--- config.mk ---
export PLATFORM = sky130hd
export DESIGN_NAME = lbs_mul
export DESIGN_NICKNAME = d
export VERILOG_FILES = /design/src/rtl/core/assert_macros.svh /design/src/rtl/core/lbs_pkg.sv /design/src/rtl/core/lbs_mul.sv
export SDC_FILE = /design/constraint.sdc
export NUM_CORES = 2
export LEC_CHECK = 0
export BUFFER_PORTS_ARGS = -buffer_cell sky130_fd_sc_hd__clkbuf_2
export CORE_MARGIN = 2
export CORE_UTILIZATION = 50
export DETAILED_ROUTE_END_ITERATION = 8
export GPL_TIMING_DRIVEN = 0
export PLACE_DENSITY_LB_ADDON = 0.12
export SETUP_SLACK_MARGIN = 0.05
export SYNTH_ARGS = -nofsm -noshare
export SYNTH_HDL_FRONTEND = slang
export SYNTH_SLANG_ARGS = --single-unit
--- constraint.sdc ---
create_clock -name i_clk -period 10.9 [get_ports i_clk]
set_input_delay 0.545 -clock i_clk [delete_from_list [all_inputs] [get_ports i_clk]]
set_output_delay 0.545 -clock i_clk [all_outputs]
set_load 0.01 [all_outputs]
--- src/rtl/core/assert_macros.svh ---
// Assertion helpers used by linear_blend_skinning.sv.
`ifndef ASSERT_MACROS_SVH
`define ASSERT_MACROS_SVH

`ifndef SYNTHESIS

`define LBS_ASSERT(label, clk, rst_n, prop) \
    label: assert property (@(posedge clk) disable iff (!rst_n) prop) \
        else $error("lbs assertion failed");

`define LBS_ASSERT_NEXT(label, clk, rst_n, cond, nxt) \
    label: assert property (@(posedge clk) disable iff (!rst_n) (cond) |=> (nxt)) \
        else $error("lbs assertion failed");

`else

`define LBS_ASSERT(label, clk, rst_n, prop)

`define LBS_ASSERT_NEXT(label, clk, rst_n, cond, nxt)

`endif

`endif

--- src/rtl/core/lbs_pkg.sv ---
package lbs_pkg;

    localparam int MAX_JOINTS   = 64;
    localparam int MAX_VERTICES = 1024;
    localparam int FRAC_BITS    = 16;
    localparam int WEIGHT_FRAC  = 16;
    localparam int ELEMS        = 12;

    // Field widths of the channels.
    localparam int KIND_W  = 2;
    localparam int JOINT_W = 6;
    localparam int ELEM_W  = 4;
    localparam int VTX_W   = 10;
    localparam int COORD_W = 32;
    localparam int WGT_W   = 17;

    localparam int MAT_DEPTH = MAX_JOINTS * ELEMS;
    localparam int MAT_AW    = (MAT_DEPTH > 1) ? $clog2(MAT_DEPTH) : 1;
    localparam int VTX_AW    = (MAX_VERTICES > 1) ? $clog2(MAX_VERTICES) : 1;

    // Shared multiplier: signed operands one bit wider than a coordinate.
    localparam int MUL_W  = COORD_W + 1;
    localparam int PROD_W = 2 * MUL_W;

    // Row sum: three shifted products plus the translation.
    localparam int T_W     = 2 * COORD_W - FRAC_BITS + 3;
    localparam int DEL_W   = MUL_W + WGT_W + 1 - WEIGHT_FRAC;
    localparam int SUM_W   = DEL_W + 1;
    localparam int SAT_W   = (T_W > SUM_W) ? T_W : SUM_W;

    localparam logic [ELEM_W-1:0] LAST_ELEM = ELEM_W'(ELEMS - 1);
    localparam logic [1:0]        TRANS_COL = 2'd3;

    typedef enum logic [KIND_W-1:0] {
        K_MATRIX = 2'd0,
        K_BASE   = 2'd1,
        K_BLEND  = 2'd2,
        K_READ   = 2'd3
    } t_kind;

    function automatic logic signed [COORD_W-1:0] sat_coord(
        input logic signed [SAT_W-1:0] x
    );
        logic hi_zero;
        logic hi_one;
        hi_zero = ~|x[SAT_W-1:COORD_W-1];
        hi_one  = &x[SAT_W-1:COORD_W-1];
        if (hi_zero || hi_one) begin
            return x[COORD_W-1:0];
        end else if (x[SAT_W-1]) begin
            return {1'b1, {(COORD_W-1){1'b0}}};
        end else begin
            return {1'b0, {(COORD_W-1){1'b1}}};
        end
    endfunction

    function automatic logic [MAT_AW-1:0] mat_addr(
        input logic [JOINT_W-1:0] j,
        input logic [ELEM_W-1:0]  e
    );
        return MAT_AW'(j) * MAT_AW'(ELEMS) + MAT_AW'(e);
    endfunction

endpackage

--- src/rtl/core/lbs_mul.sv ---
module lbs_mul (
    input  logic                                i_clk,
    input  logic                                i_en,
    input  logic signed [lbs_pkg::MUL_W-1:0]    i_a,
    input  logic signed [lbs_pkg::MUL_W-1:0]    i_b,
    output logic signed [lbs_pkg::PROD_W-1:0]   o_prod
);

    logic signed [lbs_pkg::PROD_W-1:0] r_prod;

    always_ff @(posedge i_clk) begin
        if (i_en) begin
            r_prod <= i_a * i_b;
        end
    end

    assign o_prod = r_prod;

endmodule

Word-level counts from Yosys, hierarchy flattened
Index checks and enable logic that the tools add are counted.
{ "classes": {"n_eq_ne": 0, "reduce_logical": 0, "shifts": 0, "muxes": 0, "div": 0, "multipliers": 1, "order_cmp": 0, "bitwise": 0, "addsub": 0} }
{ "op_table": {"columns": ["operator", "n"], "rows": [
  ["33-bit by 33-bit multiplier with 66-bit output", 1]
]} }
{ "word_totals": {"output_inout_bits": 66, "word_cells": 2, "romBits": 0, "mem_bits_rw": 0, "latch_bits": 0, "memories": 0, "ff_bits": 66, "in_bits": 68} }

Logic depth before layout (Yosys ltp)
{ "logic_depth": {"ltp_word": 1, "mapped_depth": 27, "depth_no_buf": 26} }

Worst setup path after synthesis
Ideal clock, no wire load.
{ "synth_path": {"path_kind": "input to register", "from": "input port i_a[32] (netlist name)", "to": "register r_prod (netlist bit o_prod[62]), data pin", "setup_slack_ns": 2.990, "n_path_buf": 2, "cell_stages": 23, "setup_ns": 0.269, "required_time_ns": 10.631, "arrival_time_ns": 7.641, "cell_sequence": "clkbuf_1 -> nand2_1 -> inv_1 -> fa_1 -> fa_1 -> fa_1 -> fa_1 -> fa_1 -> fa_1 -> fa_1 -> inv_1 -> fa_1 -> inv_1 -> ha_1 -> clkbuf_1 -> and3_1 -> nand3_1 -> nand2b_1 -> a2111oi_4 -> a211oi_4 -> a21o_2 -> a211oi_2 -> a211oi_2"} }
{ "synth_between": {"elab_chain_len": 1} }
{ "synth_rtl": {"columns": ["item", "line", "rtl"], "rows": [
  ["start: declaration", "lbs_mul.sv:4", "input logic signed [lbs_pkg::MUL_W-1:0] i_a,"],
  ["33-bit by 33-bit multiplier with 66-bit output", "lbs_mul.sv:13", "r_prod <= i_a * i_b;"],
  ["end signal: assignment", "lbs_mul.sv:13", null],
  ["end: declaration", "lbs_mul.sv:9", "logic signed [lbs_pkg::PROD_W-1:0] r_prod;"]
]} }
No other way between the ends.
A chain may end at the register's enable or synchronous reset.

Final worst setup path
{ "layout_path": {"from": "input port i_b[6] (netlist name)", "to": "register r_prod (netlist bit o_prod[58]), data pin"} }
{ "layout_between": {"elab_chain_len": 1} }
{ "layout_rtl": {"columns": ["item", "line", "rtl"], "rows": [
  ["start: declaration", "lbs_mul.sv:5", "input logic signed [lbs_pkg::MUL_W-1:0] i_b,"],
  ["33-bit by 33-bit multiplier with 66-bit output", "lbs_mul.sv:13", null]
]} }
No other way between the ends.

==> metrics.md <==
| Metric | Value |
|---|---|
| Fill count | `7,848` |
| Fraction of registers with async set/reset | `0%` |
| Clock H-tree levels | `3` |
| Synthesized-area fraction occupied by adder cells | `61.9%` |
| Endpoint, Worst Hold | `o_prod[0]` |
| Number of cells after detailed placement | `between 5k and 6k` |
| Area growth from synthesis to final layout | `5.72%` |
| Clock Sinks | `66` |
| Synth area leaders | `fa_1 (55%), inv_1 (10%), and2_1 (8.5%)` |
| Detailed Route WL | `156,000 um` |
| Port Buf Inserts | `~130` |
| Total global routing overflow | `0` |
| Share of cells above drive strength 1 | `4.41%` |
| Element type at the critical path end | `flip-flop` |
| Number of slew-limit violations in the final report | `0` |
| Final standard cell utilization of the core | `53.4%` |
| Part of the cycle the worst path needs | `86.8%` |
| CTS Buf Count | `9` |
| Initial Utilization | `50.5%` |
| Final cell area excluding filler cells | `roughly 44,000 um^2` |
| Yosys warnings | `0` |
| Hold Path Origin | `i_a[0]` |
| Final setup vio count | `0` |
| DRC Markers | `0` |
| First-pass GRT wire length | `~230,000 um` |
| Synth Net Count | `5,768` |
| CP Data Arrival Time | `roughly 9.6 ns` |
| First-iteration detailed-routing DRC count | `2,448` |
| Crit path launch type | `primary input` |
| XOR/XNOR share of the synthesized area | `approximately 1.4%` |
| Clock tree from TritonCTS | `yes` |
| Antenna Nets Post-Route | `0` |
| Status | `complete, no violations` |
| Via-to-Cell Ratio | `5.59` |
| Buffers inserted by post-CTS timing repair | `0` |
| Total of flip-flops plus latches after synthesis | `between 60 and 70` |
| Hold-fix buffers, CTS | `0` |
| Number of nets at the end of the flow | `a little under 6k` |
| Cell area after synthesis | `41,400 um^2` |
| Die ar. | `85,100 um^2` |
| Placeable core area | `roughly 82,000 um^2` |
| Routability congestion estimate | `between 1 and 1.5` |
| Number of instances in the synthesized netlist | `between 4k and 5k` |
| Number of gates given a new drive strength after cts | `0` |
| Number of top-level pins | `134` |
| Minimum period implied by the final worst setup slack | `between 9 and 10 ns` |
| Synth Area per Inst | `9.54 um^2` |
| Compound-cell area share of the yosys netlist | `4.00%` |
| Routed via count | `between 30k and 40k` |
| Portion of synthesized cell area occupied by the leading cell type | `55.4%` |
| Crit Path Category | `primary input to flip-flop` |
| Clock Tree Root | `clkbuf_16` |
| Number of synthesized flops with an enable pin | `between 60 and 70` |
| Simple-gate share of the synthesized area | `15.5%` |
| DR WL/cell | `28.1 um` |
| Worst-case headroom to the max-slew limit | `12.4%` |
| # rows | `105` |
| Largest family of logic cells by synthesized area | `adder cells` |
| Cell area reported after detailed placement | `43,400 um^2` |
| Post-synth top flop | `edfxtp_1` |
| Transition time at the pin with the least slew margin | `1.31 ns` |
| Fmax | `106 MHz` |
| Worst hold stages | `2` |
| Share of cell area taken by muxes after synthesis | `0%` |
| First-pass iteration count of the detailed router | `5` |
| Data required time at the worst endpoint | `11.06 ns` |
| Clock tree buffer depth | `2` |
| Vert. Die Dim | `approximately 290 um` |
| RSZ-0062 raised after global routing | `false` |
| Flip-flop count of the largest register after layout | `66` |
| Die boundary width | `292 um` |
| Pin count of the biggest net entering global routing | `67` |
| GR Util All Layers | `37.8%` |
| Total negative slack | `0 ns` |
| Initial antenna violation count | `21` |
| Seq/Total Area, Yosys | `4.79%` |
| Via count of the first global-routing pass | `33.2k` |
| Half-perimeter wire length of the detailed placement result | `132,000 um` |
| Clock transition at the register clock pins on the worst setup and hold paths after CTS | `0.07 ns` |
| Type of the most critical hold path | `primary input to flip-flop` |
| Largest driver fanout on the critical path | `17` |
| Maximum Capacitance Violations | `0` |
| Post-layout instance count excluding filler cells | `5,561` |
| Cell taking the most area after synthesis | `fa_1` |
| Final Hold Viols | `0` |
| Synth unique cells | `80` |
[layer usage]
metal | part of all wire, % | wire [um] | track usage (%)
met2 | 47 | 73800 | 61.2
met4 | 9.1 | 14200 | 27.0
met3 | 8.0 | 12400 | 6.04
met5 | 0.038 | 59 | 0.397
met1 | 36 | 55600 | 46.4
[synthesized netlist by cell type (3+ instances only)]
master	count
fa_1	1145
inv_1	1131
and2_1	562
nand2_1	551
ha_1	217
clkbuf_1	208
nor2_1	68
edfxtp_1	66
a21oi_1	57
xnor2_1	43
a21o_1	36
nand3_1	25
o21ai_0	25
xor2_1	25
nand2b_1	12
buf_2	11
nand4_1	11
o21bai_1	11
a31oi_1	8
a211oi_1	7
nor3_1	7
a211o_1	6
o21a_1	6
o21ai_1	6
and3_1	5
and4_1	5
nor2b_1	5
o211ai_1	4
a211oi_2	3
a21oi_2	3
o31ai_4	3
or2_2	3
or3_1	3
[final cells by class]
cell class | count | area (um^2) | area share [%]
Multi-Input combinational cell | 2920 | 34300 | 78.4
Inverter | 1131 | 4250 | 9.70
Clock inverter | 7 | 125 | 0.286
Sequential cell | 66 | 1980 | 4.53
Antenna cell | 4 | 10.0 | 0.0229
Tap cell | 1070 | 1340 | 3.06
Buffer | 221 | 851 | 1.94
Timing Repair Buffer | 133 | 668 | 1.53
Clock buffer | 9 | 225 | 0.515
[how the worst max path moves through the flow]
stage / start / end / slack [ns] / cells past startpoint
6_report: i_b[6] / o_prod[58] / 1.44 / 26
5_1_grt: i_b[6] / o_prod[58] / 1.15 / 26
4_1_cts: i_b[6] / o_prod[58] / 1.52 / 26
3_5_place_dp: i_b[6] / o_prod[62] / 1.23 / 26
3_3_place_gp: i_b[6] / o_prod[58] / 1.27 / 26
2_1_floorplan: i_a[32] / o_prod[62] / 2.99 / 23
[kinds of logic (layout without fill, tap and decap cells)]
group,count (synthesis),after routing
AOI/OAI and AO/OA,219,219
xor gates and xnor gates,68,68
DFF,66,66
adders and majority gates,1362,1362
buffers and inverters,1352,1501
other,0,4
and+or+nand+nor,1271,1271
[metrics by stage]
step                hold slack, ns  setup slack (ns)
floorplan                    0.657              2.99
global placement             0.961              1.27
detailed placement           0.963              1.23
CTS                          0.786              1.52
global route                 0.794              1.15
finish                       0.828              1.44
[placed cells by master (no fill, tap or decap), types with 57 or more instances in the layout]
master    Yosys  final
nand2_1     551    551
fa_1       1145   1145
and2_1      562    562
ha_1        217    217
nor2_1       68     68
edfxtp_1     66     66
inv_1      1131   1131
a21oi_1      57     57
clkbuf_2      0    132
clkbuf_1    208    208
[worst max-delay path: stages]
cell and delay, ns:
clkbuf_2 0.23, clkbuf_1 0.86, nand2_1 0.35, inv_1 0.18, fa_1 0.45, fa_1 0.52, inv_1 0.12, fa_1 0.56
inv_1 0.07, fa_1 1.20, fa_1 0.60, fa_1 0.54, fa_1 0.50, inv_1 0.05, fa_1 0.47, inv_1 0.04
ha_1 0.25, clkbuf_1 0.30, and3_1 0.21, nand3_1 0.19, nand2b_1 0.29, a2111oi_4 0.35, a211oi_4 0.11, a21oi_2 0.25
nor4b_2 0.08, a311oi_1 0.29
Power is not shown: default switching activity piles up to over one toggle a cycle in this logic, so the estimate is an artifact.
